<file path="src/dop_pkg.sv">
// ----------------------------------------------------------------------------
// dop_pkg
// Shared types and constants for the DHCP options parser.
// ----------------------------------------------------------------------------
package dop_pkg;

  localparam logic [2:0] PH_DONE   = 3'd0;
  localparam logic [2:0] PH_COOKIE = 3'd1;
  localparam logic [2:0] PH_CODE   = 3'd2;
  localparam logic [2:0] PH_LEN    = 3'd3;
  localparam logic [2:0] PH_DATA   = 3'd4;

  localparam logic [1:0] ST_OK     = 2'd0;
  localparam logic [1:0] ST_COOKIE = 2'd1;
  localparam logic [1:0] ST_NOEND  = 2'd2;

  localparam logic [7:0] CODE_PAD     = 8'd0;
  localparam logic [7:0] CODE_MASK    = 8'd1;
  localparam logic [7:0] CODE_GATEWAY = 8'd3;
  localparam logic [7:0] CODE_DNS     = 8'd6;
  localparam logic [7:0] CODE_END     = 8'd255;

  localparam int unsigned OUT_TDATA_W = 104;

  typedef struct packed {
    logic [7:0] data_byte;
    logic       first_byte;
    logic       last_byte;
  } dop_item_t;

  typedef struct packed {
    logic [1:0]  status;
    logic [31:0] subnet_mask;
    logic [31:0] gateway_addr;
    logic [31:0] dns_addr;
    logic [2:0]  seen_bits;
  } dop_result_t;

  function automatic logic [7:0] cookie_byte(input logic [1:0] idx);
    logic [7:0] val;
    case (idx)
      2'd0:    val = 8'd99;
      2'd1:    val = 8'd130;
      2'd2:    val = 8'd83;
      default: val = 8'd99;
    endcase
    return val;
  endfunction

endpackage

</file>
<file path="src/dop_parse.sv">
// ----------------------------------------------------------------------------
// dop_parse
// Per-byte parse state machine and captured address registers.
// ----------------------------------------------------------------------------
module dop_parse (
  input  logic                 clk,
  input  logic                 rst_n,
  input  logic                 step,
  input  dop_pkg::dop_item_t   item,
  output logic                 emit,
  output dop_pkg::dop_result_t result
);
  import dop_pkg::*;

  logic [2:0]  phase_r, phase_nxt;
  logic [1:0]  cookie_pos_r, cookie_pos_nxt;
  logic [7:0]  code_r, code_nxt;
  logic [7:0]  left_r, left_nxt;
  logic [2:0]  dpos_r, dpos_nxt;
  logic [31:0] gather_r, gather_nxt;
  logic [31:0] mask_r, mask_nxt;
  logic [31:0] gw_r, gw_nxt;
  logic [31:0] dns_r, dns_nxt;
  logic [2:0]  seen_r, seen_nxt;

  logic [2:0]  phase_e;
  logic [1:0]  cookie_pos_e;
  logic [7:0]  code_e;
  logic [7:0]  left_e;
  logic [2:0]  dpos_e;
  logic [31:0] gather_e;
  logic [2:0]  seen_e;
  logic        commit;
  logic        done_early;
  logic [1:0]  status;
  logic [7:0]  b;

  always_comb begin
    b = item.data_byte;
    // a first byte restarts from a clean record state
    phase_e      = item.first_byte ? PH_COOKIE : phase_r;
    cookie_pos_e = item.first_byte ? 2'd0 : cookie_pos_r;
    code_e       = item.first_byte ? 8'd0 : code_r;
    left_e       = item.first_byte ? 8'd0 : left_r;
    dpos_e       = item.first_byte ? 3'd0 : dpos_r;
    gather_e     = item.first_byte ? 32'd0 : gather_r;
    seen_e       = item.first_byte ? 3'd0 : seen_r;

    phase_nxt      = phase_e;
    cookie_pos_nxt = cookie_pos_e;
    code_nxt       = code_e;
    left_nxt       = left_e;
    dpos_nxt       = dpos_e;
    gather_nxt     = gather_e;
    commit         = 1'b0;
    done_early     = 1'b0;
    status         = ST_OK;

    case (phase_e)
      PH_COOKIE: begin
        if (b != cookie_byte(cookie_pos_e)) begin
          done_early = 1'b1;
          status     = ST_COOKIE;
        end else if (cookie_pos_e == 2'd3) begin
          phase_nxt = PH_CODE;
        end else begin
          cookie_pos_nxt = cookie_pos_e + 2'd1;
        end
      end
      PH_CODE: begin
        if (b == CODE_END) begin
          done_early = 1'b1;
          status     = ST_OK;
        end else if (b != CODE_PAD) begin
          code_nxt  = b;
          phase_nxt = PH_LEN;
        end
      end
      PH_LEN: begin
        left_nxt   = b;
        dpos_nxt   = 3'd0;
        gather_nxt = 32'd0;
        if (b == 8'd0) begin
          commit    = 1'b1;
          phase_nxt = PH_CODE;
        end else begin
          phase_nxt = PH_DATA;
        end
      end
      PH_DATA: begin
        if (!dpos_e[2]) begin
          case (dpos_e[1:0])
            2'd0:    gather_nxt = gather_e | {b, 24'd0};
            2'd1:    gather_nxt = gather_e | {8'd0, b, 16'd0};
            2'd2:    gather_nxt = gather_e | {16'd0, b, 8'd0};
            default: gather_nxt = gather_e | {24'd0, b};
          endcase
          dpos_nxt = dpos_e + 3'd1;
        end
        left_nxt = left_e - 8'd1;
        if (left_nxt == 8'd0) begin
          commit    = 1'b1;
          phase_nxt = PH_CODE;
        end
      end
      default: ;
    endcase

    mask_nxt = mask_r;
    gw_nxt   = gw_r;
    dns_nxt  = dns_r;
    seen_nxt = seen_e;
    if (commit) begin
      case (code_nxt)
        CODE_MASK: begin
          mask_nxt    = gather_nxt;
          seen_nxt[0] = 1'b1;
        end
        CODE_GATEWAY: begin
          gw_nxt      = gather_nxt;
          seen_nxt[1] = 1'b1;
        end
        CODE_DNS: begin
          dns_nxt     = gather_nxt;
          seen_nxt[2] = 1'b1;
        end
        default: ;
      endcase
    end

    // emit on an end code or a bad cookie, or when the area buffer ran out before an end code
    emit = 1'b0;
    if (done_early) begin
      emit = 1'b1;
    end else if (item.last_byte && phase_e != PH_DONE) begin
      emit   = 1'b1;
      status = ST_NOEND;
    end
    if (emit) begin
      phase_nxt = PH_DONE;
    end

    result.status       = status;
    result.subnet_mask  = mask_nxt;
    result.gateway_addr = gw_nxt;
    result.dns_addr     = dns_nxt;
    result.seen_bits    = seen_nxt;
  end

  always_ff @(posedge clk) begin
    if (!rst_n) begin
      phase_r      <= PH_DONE;
      cookie_pos_r <= 2'd0;
      code_r       <= 8'd0;
      left_r       <= 8'd0;
      dpos_r       <= 3'd0;
      gather_r     <= 32'd0;
      mask_r       <= 32'd0;
      gw_r         <= 32'd0;
      dns_r        <= 32'd0;
      seen_r       <= 3'd0;
    end else if (step) begin
      phase_r      <= phase_nxt;
      cookie_pos_r <= cookie_pos_nxt;
      code_r       <= code_nxt;
      left_r       <= left_nxt;
      dpos_r       <= dpos_nxt;
      gather_r     <= gather_nxt;
      mask_r       <= mask_nxt;
      gw_r         <= gw_nxt;
      dns_r        <= dns_nxt;
      seen_r       <= seen_nxt;
    end
  end

endmodule

</file>
<file path="src/dhcp_option_parser.sv">
// ----------------------------------------------------------------------------
// dhcp_option_parser
// Parses the DHCP options area byte by byte and reports mask, gateway, DNS.
// ----------------------------------------------------------------------------
// channel | direction | tdata                      | tuser      | tlast
// in_     | slave     | data_byte                  | first_byte | last_byte
// out_    | master     | mask, gateway, dns, seen   | status     | -
//
// one byte per cycle sustained while out_ is not stalled; a byte is parsed
// out of the input register, its result registered in the result register.
// the parse state machine and the single result register set the rate.
// reset clears the parse state and the captured addresses.
// a stalled result holds the parser; the input register takes a byte only if empty.
// ----------------------------------------------------------------------------
module dhcp_option_parser (
  input  logic         clk,
  input  logic         rst_n,
  input  logic         in_tvalid,
  output logic         in_tready,
  input  logic [7:0]   in_tdata,   // [7:0] data_byte
  input  logic         in_tuser,   // [0] first_byte
  input  logic         in_tlast,   // last_byte
  output logic         out_tvalid,
  input  logic         out_tready,
  output logic [103:0] out_tdata,  // [31:0] subnet_mask, [63:32] gateway_addr,
                                   // [95:64] dns_addr, [98:96] seen_bits
  output logic [1:0]   out_tuser   // [1:0] status
);
  import dop_pkg::*;

  logic        in_valid_r;
  dop_item_t   in_item_r;
  logic        out_valid_r;
  dop_result_t out_res_r;
  logic        advance;
  logic        emit;
  dop_result_t result;

  assign advance   = in_valid_r && (!out_valid_r || out_tready);
  assign in_tready = !in_valid_r || advance;

  always_ff @(posedge clk) begin
    if (!rst_n) begin
      in_valid_r <= 1'b0;
    end else if (in_tready) begin
      in_valid_r <= in_tvalid;
    end
  end

  always_ff @(posedge clk) begin
    if (in_tready && in_tvalid) begin
      in_item_r.data_byte  <= in_tdata;
      in_item_r.first_byte <= in_tuser;
      in_item_r.last_byte  <= in_tlast;
    end
  end

  dop_parse u_parse (
    .clk    (clk),
    .rst_n  (rst_n),
    .step   (advance),
    .item   (in_item_r),
    .emit   (emit),
    .result (result)
  );

  always_ff @(posedge clk) begin
    if (!rst_n) begin
      out_valid_r <= 1'b0;
    end else if (advance && emit) begin
      out_valid_r <= 1'b1;
    end else if (out_tready) begin
      out_valid_r <= 1'b0;
    end
  end

  always_ff @(posedge clk) begin
    if (advance && emit) begin
      out_res_r <= result;
    end
  end

  assign out_tvalid = out_valid_r;
  assign out_tuser  = out_res_r.status;
  assign out_tdata  = {5'd0, out_res_r.seen_bits, out_res_r.dns_addr,
                       out_res_r.gateway_addr, out_res_r.subnet_mask};

endmodule

</file>
<file path="config.mk">
export PLATFORM = sky130hd
export DESIGN_NAME = dhcp_option_parser
export DESIGN_NICKNAME = d
export VERILOG_FILES = /design/src/dop_pkg.sv /design/src/dop_parse.sv /design/src/dhcp_option_parser.sv
export SDC_FILE = /design/constraint.sdc
export NUM_CORES = 1
export LEC_CHECK = 0
export BUFFER_PORTS_ARGS = -buffer_cell sky130_fd_sc_hd__clkbuf_2
export CAP_MARGIN = 10
export CORE_MARGIN = 10
export CORE_UTILIZATION = 40
export DETAILED_ROUTE_END_ITERATION = 16
export PLACE_DENSITY_LB_ADDON = 0.25
export SLEW_MARGIN = 10
export SYNTH_ARGS = -nofsm -noshare
export SYNTH_HDL_FRONTEND = slang
export SYNTH_SLANG_ARGS = --single-unit
</file>
<file path="constraint.sdc">
create_clock -name clk -period 16.1 [get_ports clk]
set_input_delay 2.415 -clock clk [delete_from_list [all_inputs] [get_ports clk]]
set_output_delay 2.415 -clock clk [all_outputs]
set_load 0.02 [all_outputs]
</file>
==> results of run 1 <==
[cell type report]
type / count / area (µm²) / share of cell area [%]
sequential: 268 / 6480 / 48.3
multi-input combinational: 712 / 4880 / 36.4
clock buffer: 44 / 812 / 6.05
timing repair buffer: 126 / 658 / 4.90
tap: 384 / 480 / 3.58
clock inverter: 8 / 77.6 / 0.578
inverter: 8 / 30.0 / 0.224
[worst paths after layout]
| kind | start | end |
|---|---|---|
| setup / recovery | out_tready | in_tready |
| hold / removal | u_parse.gw_r[19]$_SDFFE_PN0P_ | u_parse.gw_r[19]$_SDFFE_PN0P_ |
| setup reg to reg | in_item_r[1]$_DFFE_PP_ | out_tdata[27]$_DFFE_PP_ |
| hold reg to reg | u_parse.gw_r[19]$_SDFFE_PN0P_ | u_parse.gw_r[19]$_SDFFE_PN0P_ |
[cells by family (layout without fill, tap and decap cells)]
logic type               count (synthesis)  after routing  share of synthesized area [%]
flip-flops                             268            268                           54.9
AO/OA/AOI/OAI                          148            148                           8.43
multiplexers                           192            192                           17.3
other                                    1              5                         0.0318
adder cells (fa/ha/maj)                 12             12                           1.27
AND/OR/NAND/NOR                        347            347                           13.2
buffers and inverters                   96            186                           4.23
XOR/XNOR                                 8              8                          0.594
[layer usage]
metal / up-vias / global-route usage, % / share of wire, %
li1: 3966 / - / -
met1: 3881 / 19.9 / 46
met2: 198 / 24.1 / 46
met3: 38 / 2.81 / 5.9
met4: 0 / 4.54 / 2.2
met5: - / 0 / 0
[per-stage QoR]
stage                     util (%)  hold WS [ps]
final                         46.4           451
after global placement        43.3           438
after global routing          46.4           471
after detailed placement      43.3           446
after floorplan                  -           431
after CTS                     46.4           455
[flip-flops by register name, summed over array words and instances, names as in the netlist]
name                  cells
u_parse.dns_r            32
in_valid_r                1
u_parse.dpos_r            3
u_parse.cookie_pos_r      2
out_tuser                 2
out_tvalid                1
u_parse.code_r            8
u_parse.seen_r            3
u_parse.gw_r             32
u_parse.phase_r           3
u_parse.left_r            8
u_parse.gather_r         32
u_parse.mask_r           32
in_item_r                10
out_tdata                99
[worst max-delay path: cells and delay by family]
family / cells / cell delay, ps
buf+inv: 2 / 260
simple gates: 2 / 450
[report_power, final]
group / switching, mW / internal [mW] / total [mW]
Clock: 0.261 / 0.362 / 0.623
Sequential: 0.0117 / 0.721 / 0.733
Combinational: 0.0514 / 0.0165 / 0.0679
Total: 0.324 / 1.10 / 1.42
[placed cells by master, fill, tap and decap left out, drive strengths merged, types with 4 or more instances in the layout]
cell type    n
nor4         5
a21oi       53
nand4        6
nor2        64
and2         6
a21o         6
conb         5
nand2      218
buf         11
a22oi       19
mux2i       96
or3          8
nor3         7
inv          8
nor3b        4
edfxtp     111
mux2        96
ha          12
clkbuf     159
clkinv       6
xnor2        5
a32oi       26
nor2b        5
a211oi       4
dfxtp      157
o21ai       16
==> impl_summary.txt, run 1 <==
----------------------------------------------------
[Outcome]
  Status ... complete, no violations

[Worst setup path]
  CP Max Fanout ... 5
  Top cell by count, worst path ... clkbuf_2
  Critical Path Source Type ... input port
  Maximum single-stage delay on the critical path ... 330 ps
  Arrival time of data at the critical path endpoint ... around 3100 ps
  Register-to-Register Setup Slack ... 11,270 ps
  Critical path data required time ... 13,690 ps
  Cell count of the worst reg-to-reg path ... 9
  Type of the worst setup path ... in2out
  Sort of element at the end of the critical path ... primary output
  Slowest cell on crit path ... nor2b_1
  Ordered cell list for the critical path ... clkbuf_2 > nor2b_1 > nand2_1 > clkbuf_2

[Place]
  Post-place setup slack ... 10,560 ps
  Dpl cells ... 1,498
  Count of input and output buffers ... 116
  Detailed placer's ending HPWL ... 17,000 µm
  Cell Area, Placed ... roughly 13,000 µm²
  GP Congestion ... 0.822

[Clock network]
  Cells resized by post-CTS repair ... 0
  Worst-Skew Late Latency ... 550 ps
  Bufs on Longest Clock Path ... 3
  Depth of the CTS H-tree ... 1
  CTS Hold Buffers Added ... 0
  Post-CTS setup buffer count ... 0
  Total CTS buffers ... 28
  Root buffer cell ... clkbuf_16
  Clock tree sinks ... approximately 270
  Clock transition at the registers of the reported paths ... 60 ps
  Clock tree from TritonCTS ... yes

[Timing]
  Unrepaired setup endpoints after global routing ... no
  Final period utilization ... 34.4%
  Count of pins over their slew limit ... 0
  Worst setup skew after layout ... around 13 ps
  Setup Total Neg Slack ... 0 ps
  Highest clock rate ... 181 MHz
  Actual slew at the worst max-slew pin ... 1190 ps
  Tightest slew margin relative to the limit ... a little over a fifth
  Fin. Hold Viols ... 0
  Setup slack after layout ... 10,570 ps
  Count of final setup violators ... 0
  Final period demand of the worst path ... 5530 ps

[Detailed routing]
  Number of iterations in the first detailed-routing pass ... 5
  Routed via count ... between 8,000 and 9,000
  Detailed Route WL ... 28,200 µm
  Via count normalized by instance count ... 5.21
  Count of nets left with antenna violations after detail routing ... 0
  Routed length per placed instance ... about 18 µm
  DRC violations left ... 0
  Iteration-0 DRC count of the detailed router ... approximately 740

[Final layout]
  Antenna diodes ... 0
  Finished layout cell area ... 13,400 µm²
  Number of standard cells in the layout, taps in and fillers out ... 1,550
  Fill cell count ... approximately 2,700
  Area Overhead vs Synth ... 13.7%
  Share of post-route cells with drive strength above 1 ... 17.6%
  Layout Nets ... 1,170

[Synthesis]
  Average size of a mapped cell ... 11.0 µm²
  Fraction of the yosys area taken by sequential cells ... a little over half
  Cell area after synthesis ... 11,800 µm²
  Leading post-synthesis cells by cell area ... edfxtp_1 28%, dfxtp_1 27%, mux2i_1 8.1%, mux2_1 7.4%, nand2_1 6.9%
  Synthesis-stage register bit count ... about 270
  Number of enable flip-flop cells after synthesis ... 111
  Number of standard cells after synthesis ... 1,072
  Fraction of synthesis flops using an asynchronous set or reset pin ... 0%
  Most used flip-flop cell after synthesis ... dfxtp_1
  Most frequently used cell type in the post-synthesis netlist ... nand2_1
  Yosys Warn Count ... 0
  Dominant cell type by area after synthesis ... edfxtp_1
  Fraction of post-synthesis cell area in the top cell type by area ... 28.3%
  Count of unique library cells instantiated by Yosys ... 66
  Commonest cells in the synthesized netlist ... 218 x nand2_1, 157 x dfxtp_1, 111 x edfxtp_1, 96 x mux2i_1, 77 x mux2_1

[Floorplan]
  Area of the core ... a little under 30,000 µm²
  I/O Pins ... 122
  Cell Rows ... 62
  Die W ... ~190 µm
  Chip Height ... 192 µm
  Die Footprint ... 36,800 µm²
  Starting utilization of the core area ... 40.8%

[Min path]
  Worst Hold Path Cells ... 2
  Worst Hold Class ... reg2reg

[Global route]
  Number of antenna violations at the first check in global routing ... 0
  Wire length of the first global-routing pass ... 44,600 µm
  All-layer global routing usage ... between 10 and 15%
  Maximum number of pins on one net before global-route repair ... 96
  Number of global-route vias before repair ... 8,030
  Gr ovfl total ... 0

[Power]
  PD cells ... 106 nW/µm²
  Maximum vdd ir drop ... 0.0888 mV
  Reported leakage power ... between 5 and 6 nW
  Overall power after layout ... between 1 and 1.5 mW

[Run]
  Number of max-cap violations ... 0

----------------------------------------------------
No activity file was read; power rests on OpenSTA's default activity.
==> inputs of run 2 (changes only) <==
--- a/config.mk
+++ b/config.mk
@@ -5,6 +5,7 @@
 export SDC_FILE = /design/constraint.sdc
 export NUM_CORES = 1
 export LEC_CHECK = 0
+export ABC_AREA = 1
 export BUFFER_PORTS_ARGS = -buffer_cell sky130_fd_sc_hd__clkbuf_2
 export CAP_MARGIN = 10
 export CORE_MARGIN = 10
==> constraint.sdc (replaced) <==
create_clock -name clk -period 5.52 [get_ports clk]
set_input_delay 0.828 -clock clk [delete_from_list [all_inputs] [get_ports clk]]
set_output_delay 0.828 -clock clk [all_outputs]
set_load 0.02 [all_outputs]
==> run 2 against run 1 <==
Combinational power grew to 7.4 times the previous value. Clock skew increased by 2.1 ps. Non-clock buffer count up 5. Core utilization shrank 0.52 points. Hold slack gained 2.4 ps. Sequential share of layout area down 3.5 points. Global-route usage is 2.4 points higher. First-iteration DRC count is 22% higher. Critical path depth increased by 10. Clock-buffer cell count decreased by 7. Critical path type is now reg2reg. Largest power group unchanged.
==> impl_summary.txt, run 2 <==
----------------------------------------------------
[Worst setup path]
  Sort of element at the end of the critical path ... register
  Critical path data required time ... around 6000 ps
  Critical Path Source Type ... register
  Arrival time of data at the critical path endpoint ... about 4300 ps
  CP Max Fanout ... 37
  Type of the worst setup path ... reg2reg

[Timing]
  Count of final setup violators ... 0
  Final period utilization ... 68.5%
  Final period demand of the worst path ... 3780 ps
  Tightest slew margin relative to the limit ... between 20% and 30%
  Setup Total Neg Slack ... 0 ps
  Unrepaired setup endpoints after global routing ... no
  Highest clock rate ... 265 MHz
  Count of pins over their slew limit ... 0
  Fin. Hold Viols ... 0
  Worst setup skew after layout ... 15.5 ps
  Actual slew at the worst max-slew pin ... around 1100 ps

[Final layout]
  Commonest cells after routing, fill and taps aside ... 417 x nand2_1, 277 x nor2_1, 233 x nand3_1
  Fill cell count ... 3,185
  Layout Nets ... 1,826
  Commonest non-fill, non-tap cell in the layout ... nand2_1
  Seq. cell area ... 6480 µm²
  Max reg flops ... ~100
  Area of the multi-input gates ... roughly 5000 µm²
  Antenna diodes ... 0
  Final Util ... 45.9%
  Share of post-route cells with drive strength above 1 ... 10.4%
  Area Overhead vs Synth ... 13.3%
  Number of standard cells in the layout, taps in and fillers out ... 2,224

[Synthesis]
  Most frequently used cell type in the post-synthesis netlist ... nand2_1
  Fraction of synthesis flops using an asynchronous set or reset pin ... 0%
  Count of unique library cells instantiated by Yosys ... 33
  Cell area after synthesis ... 12,800 µm²
  Synthesis-stage register bit count ... around 270
  Fraction of post-synthesis cell area in the top cell type by area ... between 20% and 30%
  Fraction of the yosys area taken by sequential cells ... between 50 and 60%
  Commonest cells in the synthesized netlist ... 418 x nand2_1, 277 x nor2_1, 233 x nand3_1, 228 x inv_1, 157 x dfxtp_1
  Dominant cell type by area after synthesis ... edfxtp_1
  Leading post-synthesis cells by cell area ... edfxtp_1 26%, dfxtp_1 25%, nand2_1 12%, nand3_1 9.1%, nor2_1 8.1%
  Yosys Warn Count ... 0
  Number of enable flip-flop cells after synthesis ... 111
  Number of standard cells after synthesis ... 1,731
  Average size of a mapped cell ... ~7.4 µm²
  Most used flip-flop cell after synthesis ... dfxtp_1

[Power]
  Clock share of power ... 40.4%
  Reported leakage power ... 7.12 nW
  PD cells ... 319 nW/µm²
  Sw power ... roughly 1.2 mW
  Int Pwr ... 3.41 mW
  Maximum vdd ir drop ... 0.205 mV
  Portion of total power attributed to combinational logic ... 10.9%
  Power share of the sequential group ... 48.7%
  Sw frac ... between 20% and 30%

[Detailed routing]
  Routed length per placed instance ... roughly 16 µm
  Highest routing layer actually used ... met4
  Routed length on met3 ... 2170 µm
  Detailed Route WL ... approximately 35,000 µm
  Routed via count ... 11,200
  Count of nets left with antenna violations after detail routing ... 0
  Detailed-routed wire length on met2 ... roughly 16,000 µm
  Number of iterations in the first detailed-routing pass ... 5
  Iteration-0 DRC count of the detailed router ... 904
  WL met1 ... 15,800 µm
  Via count normalized by instance count ... 5.02
  DRC violations left ... 0

[Clock network]
  Worst-Skew Late Latency ... 550 ps
  Bufs on Longest Clock Path ... 3
  Clock tree sinks ... ~270
  Clock tree from TritonCTS ... yes
  Clock transition at the registers of the reported paths ... 70 ps
  CTS Hold Buffers Added ... 0
  Depth of the CTS H-tree ... 1
  Total CTS buffers ... 29
  Cells resized by post-CTS repair ... 0
  Root buffer cell ... clkbuf_16
  Post-CTS setup buffer count ... 0

[Min path]
  Worst Hold Class ... in2reg

[Floorplan]
  I/O Pins ... 122
  Die W ... 199 µm
  Area of the core ... 31,600 µm²
  Chip Height ... just under 200 µm
  Cell Rows ... 65
  Starting utilization of the core area ... 40.5%
  Die Footprint ... 39,500 µm²

[Global route]
  Maximum number of pins on one net before global-route repair ... 137
  All-layer global routing usage ... 17.3%
  Number of antenna violations at the first check in global routing ... 0
  Number of global-route vias before repair ... 10,400
  Wire length of the first global-routing pass ... 55,700 µm
  Gr ovfl total ... 0

[Place]
  GP Congestion ... 0.863
  Dpl cells ... ~2,200
  Count of input and output buffers ... 116
  Detailed placer's ending HPWL ... 21,900 µm

[Outcome]
  Status ... complete, no violations

[Run]
  Number of max-cap violations ... 0

----------------------------------------------------
## run 2: metal layers
metal  track usage [%]  vias to the layer above
met5                 0                        -
met4              5.62                        0
met3              2.97                       58
met2              27.8                      323
met1              23.2                     5154
li1                  -                     5632
## run 2: power groups by stage
stage	clock network [mW]	registers, mW	logic [mW]
5_1_grt	1.98	2.26	0.581
6_report	1.86	2.25	0.505
3_3_place_gp	0	2.29	0.495
4_1_cts	1.91	2.25	0.509
2_1_floorplan	0	2.32	0.329
3_5_place_dp	0	2.29	0.505
## run 2: cell type report
cell class | instances | share of cell area, %
tap | 402 | 3.48
clock inverter | 16 | 0.986
multi-input combinational | 1131 | 34.4
inverter | 239 | 6.29
clock buffer | 37 | 5.22
timing repair buffer | 131 | 4.88
sequential | 268 | 44.8
## run 2: kinds of logic (layout without fill, tap and decap cells)
group	count (synthesis)	after routing	share of synthesized area, %
xor gates and xnor gates	1	1	0.0686
and+or+nand+nor	949	949	30.7
AOI/OAI and AO/OA	164	164	6.83
DFF	268	268	50.7
other	1	5	0.0294
adders and majority gates	12	12	1.18
buffers and inverters	336	423	10.5
## run 2: critical path, stage by stage (launching register included)
cell	delay [ps]
edfxtp_1	420
inv_2	490
nand2_1	250
inv_1	160
ha_1	320
inv_1	120
nand3_1	100
o21ai_1	100
nor2_1	430
nand2_1	100
a21oi_1	760
nand3_1	230
nand3_1	130
nand2_1	50
inv_1	50
## run 2: through the flow
| step | area (µm²) | setup WS, ps | power (mW) | hold WS [ps] |
|---|---|---|---|---|
| 3_5_place_dp | 13600 | 1800 | 2.80 | 483 |
| 3_3_place_gp | 13600 | 1920 | 2.79 | 471 |
| 6_report | 14500 | 1740 | 4.62 | 454 |
| 4_1_cts | 14500 | 1780 | 4.67 | 436 |
| 2_1_floorplan | 12800 | 625 | 2.65 | 458 |
| 5_1_grt | 14500 | 1390 | 4.82 | 439 |
## run 2: final timing paths
kind                                endpoint                       startpoint  slack (ps)  cells past startpoint
min reg2reg  u_parse.phase_r[1]$_SDFFE_PN0P_  u_parse.phase_r[1]$_SDFFE_PN0P_         500                      2
max reg2reg   u_parse.dns_r[25]$_SDFFE_PN0P_           in_item_r[1]$_DFFE_PP_        1740                     14
min                   in_item_r[6]$_DFFE_PP_                      in_tdata[4]         450                      1
max           u_parse.dns_r[25]$_SDFFE_PN0P_           in_item_r[1]$_DFFE_PP_        1740                     14
==> inputs of run 3 (changes only) <==
==> constraint.sdc (replaced) <==
create_clock -name clk -period 3.3 [get_ports clk]
set_input_delay 0.495 -clock clk [delete_from_list [all_inputs] [get_ports clk]]
set_output_delay 0.495 -clock clk [all_outputs]
set_load 0.02 [all_outputs]
==> run 3 against run 2 <==
First-iteration DRC count down 12%. Clock-buffer cell count up 4. Largest cell class unchanged. Critical path type unchanged. Combinational power up 72%. Power up 73%. Cell count up 0.99%. Die area unchanged. Maximum frequency up 24%. Via count up 0.12%. Flip-flop and latch count unchanged. Global-route usage up 0.26 points.
==> impl_summary.txt, run 3 (synthesis results as in run 2) <==
----------------------------------------------------
[Outcome]
  Status ... complete, no violations

[Clock network]
  Total CTS buffers ... 30
  Root buffer cell ... clkbuf_16
  Clock tree from TritonCTS ... yes
  Worst-Skew Late Latency ... 560 ps
  Bufs on Longest Clock Path ... 3
  Clock tree sinks ... around 270
  Depth of the CTS H-tree ... 1
  Clock transition at the registers of the reported paths ... approximately 60 ps

[Worst setup path]
  Arrival time of data at the critical path endpoint ... 3560 ps
  Type of the worst setup path ... reg2reg
  Slowest cell on crit path ... edfxtp_1
  CP Max Fanout ... 31
  Maximum single-stage delay on the critical path ... approximately 480 ps
  Crit path from ... in_item_r[1]$_DFFE_PP_
  Family of cells with the greatest summed delay on the critical path ... simple AND/OR/NAND/NOR gates
  Critical path data required time ... approximately 3800 ps
  Sort of element at the end of the critical path ... register
  Critical Path Source Type ... register
  Register-to-Register Setup Slack ... 240 ps
  Ordered cell list for the critical path ... inv_2 > nand2_1 > ha_1 > nand2_1 > nand3b_1 > nand2_1 > nor2_1 > nand3_1 > nand2_1 > inv_2 > nor2_4 > buf_4 > nand3_1 > nand3_1 > nand2_1 > inv_1
  Buffer and inverter count on the worst path ... 4
  Worst flop-to-flop path startpoint ... in_item_r[1]$_DFFE_PP_
  Top cell by count, worst path ... nand2_1

[Power]
  PD cells ... 538 nW/µm²
  Portion of total power attributed to combinational logic ... 10.9%
  Int Pwr ... 5.95 mW
  Clock share of power ... 42.0%
  Power share of the sequential group ... 47.2%
  Maximum vdd ir drop ... 0.397 mV
  Sw power ... about 2.0 mW
  Sw frac ... 25.5%
  Reported leakage power ... 7.30 nW

[Timing]
  Count of pins over their slew limit ... 0
  Actual slew at the worst max-slew pin ... 1080 ps
  Final period utilization ... 92.6%
  Highest clock rate ... 327 MHz
  Final period demand of the worst path ... 3060 ps
  Unrepaired setup endpoints after global routing ... no
  Worst setup skew after layout ... 15.8 ps
  Tightest slew margin relative to the limit ... approximately 28%
  Count of final setup violators ... 0
  Setup slack after layout ... 244 ps
  Fin. Hold Viols ... 0

[Floorplan]
  Die W ... 199 µm
  Starting utilization of the core area ... ~40%
  Cell Rows ... 65
  Die Footprint ... 39,500 µm²
  Area of the core ... 31,600 µm²
  Chip Height ... 199 µm
  I/O Pins ... about 120

[Global route]
  Gr ovfl total ... 0
  All-layer global routing usage ... 17.6%
  Number of global-route vias before repair ... 10,300
  Wire length of the first global-routing pass ... 56,100 µm
  Number of antenna violations at the first check in global routing ... 0
  Maximum number of pins on one net before global-route repair ... about 230

[Final layout]
  Max reg flops ... 99
  Share of post-route cells with drive strength above 1 ... 12.3%
  Commonest cells after routing, fill and taps aside ... 414 x nand2_1, 274 x nor2_1, 233 x nand3_1
  Layout Nets ... roughly 1,800
  Commonest non-fill, non-tap cell in the layout ... nand2_1
  Finished layout cell area ... around 15,000 µm²
  Antenna diodes ... 0
  Area Overhead vs Synth ... 16.3%

[Detailed routing]
  Via count normalized by instance count ... 4.98
  WL met1 ... 16,100 µm
  Routed via count ... 11,200
  Count of nets left with antenna violations after detail routing ... 0
  Routed length on met3 ... ~1600 µm
  Highest routing layer actually used ... met4
  Routed length per placed instance ... 15.9 µm
  Number of iterations in the first detailed-routing pass ... 7
  Iteration-0 DRC count of the detailed router ... 800
  Detailed Route WL ... 35,600 µm
  DRC violations left ... 0
  Detailed-routed wire length on met2 ... ~17,000 µm

[Run]
  Number of max-cap violations ... 0

[Place]
  Cell Area, Placed ... 13,800 µm²
  GP Congestion ... 0.854
  Post-place setup slack ... 142 ps
  Detailed placer's ending HPWL ... between 20,000 and 25,000 µm
  Count of input and output buffers ... 116

[Min path]
  Worst Hold Class ... in2reg
  Source of the worst hold timing path ... in_tdata[4]

----------------------------------------------------
## run 3: changes by cell type in the layout (fill, tap and decap cells not counted), sizes merged
| cell | change |
|---|---|
| clkbuf | +4 |
| clkinv | -3 |
| buf | +20 |
| bufinv | +1 |
| clkinvlp | +3 |
| inv | -3 |
## run 3: metrics by stage
stage / power, mW / utilization [%] / hold slack, ps / instances / setup TNS [ps]
finish: 7.99 / 47.1 / 114 / 2246 / 0
global placement: 4.68 / 43.7 / 481 / 2186 / 0
floorplan: 4.45 / - / 458 / 1735 / -54070
detailed placement: 4.71 / 43.7 / 486 / 2186 / 0
CTS: 8.06 / 46.8 / 90.7 / 2241 / 0
global route: 8.34 / 47.1 / 94.0 / 2246 / 0
## run 3: final timing paths
kind,to,cells past startpoint
setup / recovery,u_parse.gw_r[5]$_SDFFE_PN0P_,16
hold / removal,in_item_r[6]$_DFFE_PP_,1
setup reg to reg,u_parse.gw_r[5]$_SDFFE_PN0P_,16
hold reg to reg,u_parse.code_r[0]$_SDFFE_PN0P_,2
## run 3: layout make-up
class | instances | area (µm²)
inverter | 239 | 908
clock buffer | 41 | 843
timing repair buffer | 151 | 943
clock inverter | 14 | 144
multi-input combinational | 1131 | 5040
fill | 3108 | 16700
tap | 402 | 503
sequential | 268 | 6480
## run 3: timing repair
item	4_1_cts	5_1_grt
resized for setup	0	8
endpoints found under the setup margin	0	239
buffers inserted	0	5
hold buffers	0	0
## run 3: metal layers
layer,global-route usage [%],up-vias
met3,2.47,58
met5,0,-
met1,23.2,5200
met4,5.09,0
met2,29.4,269
li1,-,5653
## run 3: power groups by stage
| stage | Clock [mW] | Combinational (mW) | Sequential, mW |
|---|---|---|---|
| 5_1_grt | 3.56 | 0.988 | 3.79 |
| 3_5_place_dp | 0 | 0.863 | 3.84 |
| 4_1_cts | 3.42 | 0.868 | 3.77 |
| 3_3_place_gp | 0 | 0.842 | 3.84 |
| 2_1_floorplan | 0 | 0.557 | 3.89 |
| 6_report | 3.36 | 0.868 | 3.77 |
## run 3: worst reg2reg max path: cells and delay by family, from the launching register on
kind | cells | cell delay (ps)
adder cells (fa/ha/maj) | 1 | 290
buffers and inverters | 4 | 780
flip-flops | 1 | 480
AND/OR/NAND/NOR | 11 | 1460
